File: config.mk
export PLATFORM = sky130hd
export DESIGN_NAME = apev2_tag_item_parser_flat
export DESIGN_NICKNAME = d
export VERILOG_FILES = /design/src/design/apev_pkg.sv /design/src/design/apev_stream_if.sv /design/src/design/apev2_tag_item_parser.sv /design/src/flat_wrapper.sv
export SDC_FILE = /design/constraint.sdc
export NUM_CORES = 1
export LEC_CHECK = 0
export ABC_AREA = 0
export ABC_CLOCK_PERIOD_IN_PS = 17000
export BUFFER_PORTS_ARGS = -buffer_cell sky130_fd_sc_hd__buf_2
export CORE_ASPECT_RATIO = 1.75
export CORE_MARGIN = 2
export CORE_UTILIZATION = 65
export DETAILED_ROUTE_END_ITERATION = 7
export PLACE_DENSITY = 0.84
export REMOVE_ABC_BUFFERS = 1
export SLEW_MARGIN = 20
export SYNTH_ARGS = -nofsm -noshare
export SYNTH_HDL_FRONTEND = slang
export SYNTH_SLANG_ARGS = --single-unit
File: constraint.sdc
create_clock -name clk -period 17 [get_ports clk]
set_input_delay 0.85 -clock clk [delete_from_list [all_inputs] [get_ports clk]]
set_output_delay 0.85 -clock clk [all_outputs]
set_load 0.01 [all_outputs]
File: src/design/apev_pkg.sv
// Shared types and constants for the APEv2 tag item parser.
// No dependencies; every other design file imports this package.
package apev_pkg;

  // Field widths
  localparam int unsigned BYTE_W      = 8;
  localparam int unsigned CLASS_W     = 3;
  localparam int unsigned INDEX_W     = 20;
  localparam int unsigned REGION_W    = 31;
  localparam int unsigned LEN_W       = 32;
  localparam int unsigned POS_W       = 32;
  localparam int unsigned CFG_IDX_W   = 1;
  localparam int unsigned CFG_DATA_W  = 31;

  typedef logic [CLASS_W-1:0] byte_class_t;
  typedef logic [1:0]         phase_t;

  // Configuration register indexes
  localparam logic [CFG_IDX_W-1:0] REG_REGION_SIZE = 1'd0;
  localparam logic [CFG_IDX_W-1:0] REG_ITEM_COUNT  = 1'd1;

  // Parse phases
  localparam phase_t PH_LEN   = 2'd0;
  localparam phase_t PH_FLAGS = 2'd1;
  localparam phase_t PH_KEY   = 2'd2;
  localparam phase_t PH_VALUE = 2'd3;

  // Byte classes
  localparam byte_class_t CL_LEN   = 3'd0;
  localparam byte_class_t CL_FLAG  = 3'd1;
  localparam byte_class_t CL_KEY   = 3'd2;
  localparam byte_class_t CL_TERM  = 3'd3;
  localparam byte_class_t CL_VALUE = 3'd4;
  localparam byte_class_t CL_IGN   = 3'd5;

  // Item type bits in the first flag byte
  localparam logic [BYTE_W-1:0] TYPE_MASK = 8'h06;

  // One result word
  typedef struct packed {
    byte_class_t         byte_class;
    logic [BYTE_W-1:0]   out_byte;
    logic                item_is_text;
    logic                item_end;
    logic [INDEX_W-1:0]  item_index;
    logic                parse_error;
  } result_t;

endpackage

File: src/design/apev_stream_if.sv
// Valid/ready channel interfaces for the APEv2 tag item parser.
// Depends on apev_pkg for field widths and the byte class type.
interface apev_in_if import apev_pkg::*; ();
  logic              valid;
  logic              ready;
  logic [BYTE_W-1:0] data_byte;

  modport source (output valid, output data_byte, input ready);
  modport sink   (input valid, input data_byte, output ready);
endinterface

interface apev_out_if import apev_pkg::*; ();
  logic               valid;
  logic               ready;
  byte_class_t        byte_class;
  logic [BYTE_W-1:0]  out_byte;
  logic               item_is_text;
  logic               item_end;
  logic [INDEX_W-1:0] item_index;
  logic               parse_error;

  modport source (output valid, output byte_class, output out_byte, output item_is_text,
                  output item_end, output item_index, output parse_error, input ready);
  modport sink   (input valid, input byte_class, input out_byte, input item_is_text,
                  input item_end, input item_index, input parse_error, output ready);
endinterface

File: src/design/apev2_tag_item_parser.sv
// APEv2 tag item parser: takes the item region one byte per word and returns one
// classified word per byte. The parser state advances in the cycle a byte is taken,
// so one byte is accepted every clock cycle while input ready is high; its result
// is registered in the output or skid register. A two-entry output stage (result
// register plus skid register) keeps input ready high while one result waits;
// input ready drops only while both entries are full. The user must write region
// size and item count through the cfg_ port only while the block is idle; the
// block does not enforce this. Depends on apev_pkg, apev_in_if and apev_out_if.
module apev2_tag_item_parser
  import apev_pkg::*;
(
  input  logic                  clk,
  input  logic                  rst_n,
  apev_in_if.sink               in_if,
  apev_out_if.source            out_if,
  input  logic                  cfg_we,
  input  logic [CFG_IDX_W-1:0]  cfg_index,
  input  logic [CFG_DATA_W-1:0] cfg_wdata
);

  // Configuration registers
  logic [REGION_W-1:0] region_size_r;
  logic [INDEX_W-1:0]  item_count_r;

  // Parser state
  phase_t              phase_r, phase_nxt;
  logic [1:0]          fidx_r, fidx_nxt;
  logic [LEN_W-1:0]    vlen_r, vlen_nxt;
  logic                text_r, text_nxt;
  logic [POS_W-1:0]    pos_r, pos_nxt;
  logic [LEN_W-1:0]    remain_r, remain_nxt;
  logic [INDEX_W-1:0]  done_r, done_nxt;
  logic                error_r, error_nxt;

  // Output stage
  logic                out_valid_r, skid_valid_r;
  result_t             out_word_r, skid_word_r;
  result_t             res;

  logic                in_fire, out_free;
  logic [BYTE_W-1:0]   b;
  logic                ignore_byte;
  logic [LEN_W+1:0]    need;
  logic [LEN_W-1:0]    remain_dec;
  logic                iend;

  assign b         = in_if.data_byte;
  assign in_if.ready = !skid_valid_r;
  assign in_fire   = in_if.valid && !skid_valid_r;
  assign out_free  = !out_valid_r || out_if.ready;

  assign ignore_byte = error_r || !(done_r < item_count_r);
  assign need = {2'b00, pos_r} + {2'b00, vlen_r} + {{(LEN_W+1){1'b0}}, 1'b1};
  assign remain_dec = (remain_r != '0) ? (remain_r - {{(LEN_W-1){1'b0}}, 1'b1}) : remain_r;

  // Classify the byte and compute next parser state
  always_comb begin
    phase_nxt  = phase_r;
    fidx_nxt   = fidx_r;
    vlen_nxt   = vlen_r;
    text_nxt   = text_r;
    pos_nxt    = pos_r;
    remain_nxt = remain_r;
    done_nxt   = done_r;
    error_nxt  = error_r;
    iend       = 1'b0;

    res.byte_class   = CL_IGN;
    res.out_byte     = b;
    res.item_is_text = 1'b0;
    res.item_end     = 1'b0;
    res.item_index   = done_r;

    if (!ignore_byte) begin
      if (pos_r >= {1'b0, region_size_r}) begin
        // region ended inside an item
        error_nxt = 1'b1;
      end else begin
        unique case (phase_r)
          PH_LEN: begin
            unique case (fidx_r)
              2'd0: begin
                vlen_nxt = {{(LEN_W-BYTE_W){1'b0}}, b};
                text_nxt = 1'b1;
              end
              2'd1: vlen_nxt[15:8]  = vlen_r[15:8]  | b;
              2'd2: vlen_nxt[23:16] = vlen_r[23:16] | b;
              default: vlen_nxt[31:24] = vlen_r[31:24] | b;
            endcase
            res.byte_class = CL_LEN;
            if (fidx_r == 2'd3) begin
              fidx_nxt  = 2'd0;
              phase_nxt = PH_FLAGS;
            end else begin
              fidx_nxt = fidx_r + 2'd1;
            end
          end
          PH_FLAGS: begin
            if (fidx_r == 2'd0) text_nxt = ((b & TYPE_MASK) == '0);
            res.byte_class = CL_FLAG;
            if (fidx_r == 2'd3) begin
              fidx_nxt  = 2'd0;
              phase_nxt = PH_KEY;
            end else begin
              fidx_nxt = fidx_r + 2'd1;
            end
          end
          PH_KEY: begin
            if (b == '0) begin
              res.byte_class = CL_TERM;
              if (need > {3'b000, region_size_r}) begin
                error_nxt = 1'b1;
              end else if (vlen_r == '0) begin
                iend = 1'b1;
              end else begin
                remain_nxt = vlen_r;
                phase_nxt  = PH_VALUE;
              end
            end else begin
              res.byte_class = CL_KEY;
              // fold ASCII upper case to lower case
              if (b >= 8'h41 && b <= 8'h5A) res.out_byte = b + 8'h20;
            end
          end
          default: begin
            res.byte_class = CL_VALUE;
            remain_nxt     = remain_dec;
            if (remain_dec == '0) iend = 1'b1;
          end
        endcase

        res.item_is_text = text_nxt;
        pos_nxt          = pos_r + {{(POS_W-1){1'b0}}, 1'b1};
        // close the item
        if (iend) begin
          done_nxt  = done_r + {{(INDEX_W-1){1'b0}}, 1'b1};
          phase_nxt = PH_LEN;
          fidx_nxt  = 2'd0;
        end
      end
    end

    res.item_end    = iend;
    res.parse_error = error_nxt;
  end

  // Configuration writes
  always_ff @(posedge clk) begin
    if (!rst_n) begin
      region_size_r <= '0;
      item_count_r  <= '0;
    end else if (cfg_we) begin
      unique case (cfg_index)
        REG_REGION_SIZE: region_size_r <= cfg_wdata[REGION_W-1:0];
        default:         item_count_r  <= cfg_wdata[INDEX_W-1:0];
      endcase
    end
  end

  // Advance parser state on each accepted word
  always_ff @(posedge clk) begin
    if (!rst_n) begin
      phase_r  <= PH_LEN;
      fidx_r   <= 2'd0;
      vlen_r   <= '0;
      text_r   <= 1'b1;
      pos_r    <= '0;
      remain_r <= '0;
      done_r   <= '0;
      error_r  <= 1'b0;
    end else if (in_fire) begin
      phase_r  <= phase_nxt;
      fidx_r   <= fidx_nxt;
      vlen_r   <= vlen_nxt;
      text_r   <= text_nxt;
      pos_r    <= pos_nxt;
      remain_r <= remain_nxt;
      done_r   <= done_nxt;
      error_r  <= error_nxt;
    end
  end

  // Output register and skid register: control
  always_ff @(posedge clk) begin
    if (!rst_n) begin
      out_valid_r  <= 1'b0;
      skid_valid_r <= 1'b0;
    end else if (out_free) begin
      out_valid_r  <= skid_valid_r || in_fire;
      skid_valid_r <= 1'b0;
    end else if (in_fire) begin
      skid_valid_r <= 1'b1;
    end
  end

  // Output register and skid register: payload
  always_ff @(posedge clk) begin
    if (out_free) begin
      out_word_r <= skid_valid_r ? skid_word_r : res;
    end else if (in_fire) begin
      skid_word_r <= res;
    end
  end

  assign out_if.valid        = out_valid_r;
  assign out_if.byte_class   = out_word_r.byte_class;
  assign out_if.out_byte     = out_word_r.out_byte;
  assign out_if.item_is_text = out_word_r.item_is_text;
  assign out_if.item_end     = out_word_r.item_end;
  assign out_if.item_index   = out_word_r.item_index;
  assign out_if.parse_error  = out_word_r.parse_error;

endmodule
File: src/flat_wrapper.sv
// flat-port wrapper written by rule: the top's interface ports become plain ports
module apev2_tag_item_parser_flat import apev_pkg::*;
  (clk, rst_n, cfg_we, cfg_index, cfg_wdata, in_if_valid, in_if_data_byte, in_if_ready, out_if_valid, out_if_byte_class, out_if_out_byte, out_if_item_is_text, out_if_item_end, out_if_item_index, out_if_parse_error, out_if_ready);
  apev_in_if in_if_i ();
  apev_out_if out_if_i ();
  input  logic clk;
  input  logic rst_n;
  input  logic cfg_we;
  input  logic [CFG_IDX_W-1:0] cfg_index;
  input  logic [CFG_DATA_W-1:0] cfg_wdata;
  input wire logic [$bits(in_if_i.valid)-1:0] in_if_valid;
  input wire logic [$bits(in_if_i.data_byte)-1:0] in_if_data_byte;
  output wire logic [$bits(in_if_i.ready)-1:0] in_if_ready;
  output wire logic [$bits(out_if_i.valid)-1:0] out_if_valid;
  output wire logic [$bits(out_if_i.byte_class)-1:0] out_if_byte_class;
  output wire logic [$bits(out_if_i.out_byte)-1:0] out_if_out_byte;
  output wire logic [$bits(out_if_i.item_is_text)-1:0] out_if_item_is_text;
  output wire logic [$bits(out_if_i.item_end)-1:0] out_if_item_end;
  output wire logic [$bits(out_if_i.item_index)-1:0] out_if_item_index;
  output wire logic [$bits(out_if_i.parse_error)-1:0] out_if_parse_error;
  input wire logic [$bits(out_if_i.ready)-1:0] out_if_ready;
  assign in_if_i.valid = in_if_valid;
  assign in_if_i.data_byte = in_if_data_byte;
  assign in_if_ready = in_if_i.ready;
  assign out_if_valid = out_if_i.valid;
  assign out_if_byte_class = out_if_i.byte_class;
  assign out_if_out_byte = out_if_i.out_byte;
  assign out_if_item_is_text = out_if_i.item_is_text;
  assign out_if_item_end = out_if_i.item_end;
  assign out_if_item_index = out_if_i.item_index;
  assign out_if_parse_error = out_if_i.parse_error;
  assign out_if_i.ready = out_if_ready;
  apev2_tag_item_parser u_core (.clk(clk), .rst_n(rst_n), .in_if(in_if_i), .out_if(out_if_i), .cfg_we(cfg_we), .cfg_index(cfg_index), .cfg_wdata(cfg_wdata));
endmodule
==> results of run 1 <==
per-layer routing:
metal  GRT usage (%)  share of wire [%]
met5               0                  0
met4            34.3                 10
met3            5.93                7.0
met2            68.4                 49
met1            40.0                 33
cell families (layout without fill, tap and decap cells):
| logic type | count (synthesis) | in the layout | synth area share (%) |
|---|---|---|---|
| simple gates | 775 | 775 | 24.2 |
| compound gates | 471 | 471 | 18.1 |
| flops | 243 | 243 | 34.7 |
| buf+inv | 186 | 222 | 4.55 |
| fa+ha+maj | 128 | 128 | 10.1 |
| xor+xnor | 88 | 88 | 4.82 |
| mux | 52 | 52 | 3.57 |
state kept, by name (all words and copies together) (netlist names):
register and cells:
u_core.done_r 20, u_core.error_r 1, u_core.fidx_r 2, u_core.item_count_r 20, u_core.out_if.byte_class 3, u_core.out_if.item_end 1
u_core.out_if.item_index 20, u_core.out_if.item_is_text 1, u_core.out_if.out_byte 8, u_core.out_if.parse_error 1, u_core.out_if.valid 1, u_core.phase_r 2
u_core.pos_r 32, u_core.region_size_r 31, u_core.remain_r 32, u_core.skid_valid_r 1, u_core.skid_word_r 34, u_core.text_r 1
u_core.vlen_r 32
placed cells by master (no fill, tap or decap), types with 28 or more instances in the layout:
master    netlist  final
nor4_1         32     31
buf_2           6     80
a21o_1         28     28
edfxtp_1       68     68
ha_1          127    126
nor3_1         50     49
and3_1         36     36
nand4_1        39     39
inv_1          83     85
nand2_1       259    259
a21oi_1       211    210
dfxtp_1       175    175
nor2_1        142    141
xnor2_1        48     48
xor2_1         40     40
o21ai_0        75     75
nand3_1        54     54
mux2_2         40     40
tightest hold or removal path: cells and delay by family, from the launching register on:
family,cells,cell delay (ns)
flip-flops,1,0.31
AO/OA/AOI/OAI,1,0.05
AND/OR/NAND/NOR,1,0.05
through the flow:
step / cell area, µm² / hold slack (ns) / total power, mW / utilization, % / instances
after floorplan: 15600 / 0.436 / 0.895 / - / 1842
after global placement: 16500 / 0.443 / 0.991 / 67.6 / 2249
after detailed placement: 16500 / 0.446 / 1.00 / 67.6 / 2249
after CTS: 17300 / 0.455 / 1.51 / 70.6 / 2291
after global routing: 17300 / 0.477 / 1.58 / 70.6 / 2291
final: 17300 / 0.456 / 1.52 / 70.6 / 2291
layout make-up:
cell class              count  share of cell area [%]
clock buffers              28                    3.62
flip-flops and latches    243                    32.1
multi-input cells        1514                    56.5
well taps                 312                    2.26
inverters                  85                    1.86
clock inverters            14                   0.681
repair buffers             95                    2.97
how the worst min path moves through the flow:
stage                                    end                startpoint  slack, ns
global placement    u_core.region_size_r[27]  u_core.region_size_r[27]       0.44
global route         u_core.item_count_r[16]   u_core.item_count_r[16]       0.48
finish               u_core.item_count_r[10]   u_core.item_count_r[10]       0.46
floorplan            u_core.item_count_r[10]   u_core.item_count_r[10]       0.44
CTS                 u_core.region_size_r[20]  u_core.region_size_r[20]       0.46
detailed placement  u_core.region_size_r[20]  u_core.region_size_r[20]       0.45
power by group:
group / internal [mW] / switching (mW) / total [mW] / leakage, nW
registers: 0.619 / 0.0232 / 0.642 / 2.08
clock network: 0.281 / 0.238 / 0.519 / 0.379
logic: 0.133 / 0.224 / 0.356 / 4.33
==> impl_metrics.tcl, run 1 <==
set metrics [dict create \
    die_w_um 123 \
    dpl.hpwl_mm 38.7 \
    p_leak_nw 6.80 \
    ys_top_cells_by_count "nand2_1 (259), a21oi_1 (211), dfxtp_1 (175), nor2_1 (142), ha_1 (127)" \
    synth_ff_type "dfxtp_1" \
    fillers 1977 \
    path_cells "ha_1 > a21oi_1 > o2bb2ai_1 > nor2_1 > o31ai_1 > nor4_1 > nor2b_1 > nand4_1 > nor2_1 > xnor2_1 > ha_1 > nand4_1 > or3_1 > nor4_1 > nand4_1 > or2_0 > a311o_1 > or3_1 > mux2i_1 > a21oi_2 > buf_4 > or4_1 > a21oi_1" \
    port-buffer-count 80 \
    htree_levels 1 \
    syn_area_um2 16000 \
    drive_gt1_share_pct 11.4 \
    regArea_um2 5550 \
    wire_per_inst_um 22.3 \
    hold_viol_final 0 \
    relSlewSlack_pct 33.8 \
    die_area_um2 25900 \
    multiInputGateArea_um2 9750 \
    vias 15300 \
    antenna_found_initial 0 \
    synth_cell_types 80 \
    async_reset_ff_share_pct 0 \
    reg2reg_to "u_core.done_r[6]" \
    rsz0062_at_grt "no" \
    cts_max_path_buffers 3 \
    status "completed" \
    regToRegSetupSlack_ns 8.85 \
    layout_setup_ws_ns 8.85 \
    synth_edf_count 68 \
    die_h_um 211 \
    grtUsageTotal_pct 39.3 \
    slowest_delay_ns 0.62 \
    core_um2 24400 \
    drt-initial-drc-count 1456 \
    ios 81 \
    first_global_vias 15000 \
    yosys.cell_count.top_type "nand2_1" \
    drc 0 \
    cts_root_buf "clkbuf_16" \
    fin_tns_setup_ns 0 \
    totalWireLength_mm 51.1 \
    critPathArrivalTime_ns 8.59 \
    critical_path_buf_inv_count 1 \
    crit_top_cell "nand4_1" \
    cts.sinks 243 \
    path_delay_family "simple AND/OR/NAND/NOR gates" \
    numCtsBuffers 23 \
    critPathLaunch "u_core.pos_r[4]" \
    min_period_ns 8.15 \
    cp-start-kind "register" \
    clk_latency_ns 0.53 \
    synth_area_leaders "dfxtp_1 (22%), edfxtp_1 (13%), ha_1 (9.9%), a21oi_1 (6.6%), nand2_1 (6.1%)" \
    period_share_pct 47.9 \
    grt_max_degree 91 \
    post_cts_buffers 0 \
    min_path_type "register to register" \
    synth_area_per_cell_um2 8.23 \
    post-place-ws_ns 9.15 \
    hold_depth 2 \
    tightest_slew_ns 0.979 \
    synth_area_leader_cell "dfxtp_1" \
    vdd.ir_drop.worst_mv 0.0677 \
    drv_cap 0 \
    overflow 0 \
    path_max_fanout 36 \
    ys_ff_latch 243 \
    antennaDiodeCount 0 \
    rows 76 \
    synth_warnings 0 \
    critPathKind "register to register" \
    fmax_mhz 123 \
    setup_viol 0 \
    area_delta_synth_final_pct 7.93 \
    synth_seq_area_share_pct 34.7 \
    post_cts_resize_count 0 \
    drv_slew 0 \
    r2r_start "u_core.pos_r[4]" \
    reg2regPathDepth 23 \
    holdBufCountCts 0 \
    finClkSkew_ns 0.0114 \
    ant_nets 0 \
    cts_tree "built" \
    start_util_pct 65.4 \
    power_density_nw_per_um2 87.9 \
    synth_top_area_share_pct 21.9 \
    cp-endpoint "u_core.done_r[6]" \
    crit_path_end_kind "register" \
    cp.required_ns 17.44 \
    first_pass_iters 7 \
    vias_per_cell 6.67 \
    synth_cells 1943 \
    cp_slowest_cell "nor4_1" \
    cts.reportedPaths.clkPinSlew_ns 0.07 \
    grt_pass1_wl_mm 78.8 \
    gp_congestion 1.06 \
    final_nets 2135 \
    crit_cells 23 \
]
No activity file was read; power rests on OpenSTA's default activity.
==> run 2, diff against run 1 <==
- ABC_CLOCK_PERIOD_IN_PS: 17000 -> 7900
- CORE_UTILIZATION: 65 -> 63
- PLACE_DENSITY: 0.84 -> 0.82
- clock period: 17 -> 7.9 ns (I/O delays scaled with it)
==> run 2 against run 1 <==
Sequential power up 110%. Final area grew 1.4%. Combinational power grew 120%. Setup slack got worse by 8.4 ns. Utilization decreased by 0.99 points. Sequential share of layout area shrank 0.46 points. Global-route usage about the same. Count of clock-buffer cells in the layout decreased by 3. Critical path type unchanged. Largest cell class unchanged. Highest routed layer unchanged.
==> impl_metrics.tcl, run 2 (synthesis gave the netlist of run 1 again) <==
set metrics [dict create \
    start_util_pct 63.6 \
    vias_per_cell 6.65 \
    vdd.ir_drop.worst_mv 0.200 \
    regToRegSetupSlack_ns 0.41 \
    die_w_um 124 \
    wire_per_inst_um 23.3 \
    largest_register "u_core.skid_word_r" \
    drc 0 \
    hold_end "u_core.region_size_r[30]" \
    cts.reportedPaths.clkPinSlew_ns 0.08 \
    cp-start-kind "register" \
    gp_congestion 1.06 \
    core_um2 25100 \
    place_area_um2 16700 \
    drive_gt1_share_pct 12.4 \
    rows 77 \
    status "completed" \
    dpl.hpwl_mm 40.8 \
    r2r_start "u_core.vlen_r[0]" \
    fmax_mhz 133 \
    p_leak_nw 6.90 \
    grt_pass1_wl_mm 82.7 \
    final_nets 2152 \
    power_density_nw_per_um2 194 \
    cp.required_ns 8.36 \
    port-buffer-count 80 \
    reg2reg_to "u_core.done_r[14]" \
    grt_max_degree 81 \
    die_h_um 215 \
    final_common_cell "nand2_1" \
    hold_depth 3 \
    final_util_pct 69.6 \
    hold_start "cfg_wdata[30]" \
    layout_common_cells "nand2_1 (259), a21oi_1 (210), dfxtp_1 (175)" \
    critPathArrivalTime_ns 7.96 \
    cts_root_buf "clkbuf_16" \
    numCtsBuffers 23 \
    final_area_um2 17500 \
    first_global_vias 15200 \
    p_total_mw 3.41 \
    clk_latency_ns 0.55 \
    hold_viol_final 0 \
    cts_max_path_buffers 3 \
    finClkSkew_ns 0.0263 \
    die_area_um2 26700 \
    vias 15400 \
    relSlewSlack_pct 23.4 \
    drv_slew 0 \
    drt-initial-drc-count 1368 \
    reg2regPathDepth 27 \
    period_share_pct 94.9 \
    htree_levels 1 \
    tightest_slew_ns 1.13 \
    path_max_fanout 36 \
    overflow 0 \
    area_delta_synth_final_pct 9.49 \
    first_pass_iters 6 \
    antenna_found_initial 0 \
    totalWireLength_mm 53.8 \
    setup_viol 0 \
    largest_reg_flops 34 \
    critPathKind "register to register" \
    antennaDiodeCount 0 \
    cts_tree "built" \
    ios 81 \
    drv_cap 0 \
    min_path_type "input port to register" \
    crit_path_end_kind "register" \
    min_period_ns 7.49 \
    fin_tns_setup_ns 0 \
    ant_nets 0 \
    cts.sinks 243 \
    holdBufCountCts 0 \
    grtUsageTotal_pct 39.3 \
]
[run 2: worst max-delay path by stage]
stage / from / endpoint / slack [ns]
2_1_floorplan: u_core.pos_r[0] / u_core.remain_r[0] / 0.64
3_3_place_gp: u_core.vlen_r[15] / u_core.remain_r[0] / 0.53
3_5_place_dp: u_core.vlen_r[0] / u_core.done_r[3] / 0.30
4_1_cts: u_core.vlen_r[0] / u_core.done_r[3] / 0.23
5_1_grt: u_core.vlen_r[0] / u_core.done_r[5] / -0.07
6_report: u_core.vlen_r[0] / u_core.done_r[14] / 0.41
[run 2: area by class of cell]
class / count / area [µm²]
multi-input combinational: 1514 / 9780
sequential: 243 / 5550
tap: 316 / 395
clock buffer: 25 / 583
timing repair buffer: 112 / 653
clock inverter: 17 / 226
inverter: 85 / 322
fill: 2067 / 7640
[run 2: timing repair]
action	4_1_cts	5_1_grt
setup endpoints to repair	0	55
resized for setup	0	6
buffers inserted	0	1
[run 2: where the power goes]
part	internal, mW	total, mW	switching [mW]
sequential	1.33	1.38	0.0495
combinational	0.292	0.795	0.503
clock	0.703	1.23	0.526
total	2.33	3.41	1.08
[run 2: per-stage QoR]
stage	setup WS [ns]	std cells	hold slack (ns)
after floorplan	0.644	1842	0.436
after global placement	0.534	2269	0.443
after detailed placement	0.295	2269	0.447
after CTS	0.234	2311	0.0665
after global routing	-0.0723	2312	0.0858
final	0.406	2312	0.0756
[run 2: metal layers]
metal	vias up	wire (µm)	global-route usage, %
met2	680	26700	69.3
met4	0	6130	38.4
li1	7115	-	-
met3	278	3030	5.18
met5	-	0	0
met1	7301	17900	38.7
[run 2: critical path: stages, from the launching register on]
cell      delay [ns]
dfxtp_1         0.42
ha_1            0.21
inv_1           0.06
fa_1            0.40
nand2b_1        0.20
a21oi_1         0.25
xor2_2          0.25
nand3b_1        0.12
or2_2           0.31
nand2b_1        0.17
or2_2           0.31
nor3_1          0.38
nand2_1         0.21
nor3_1          0.21
xnor2_1         0.13
ha_1            0.32
nand4_1         0.07
or3_1           0.43
nor4_2          0.36
nand4_1         0.19
or2_0           0.23
a311o_1         0.38
or3_1           0.45
mux2i_1         0.25
a21oi_2         0.15
buf_12          0.22
or4_1           0.54
a21oi_1         0.18
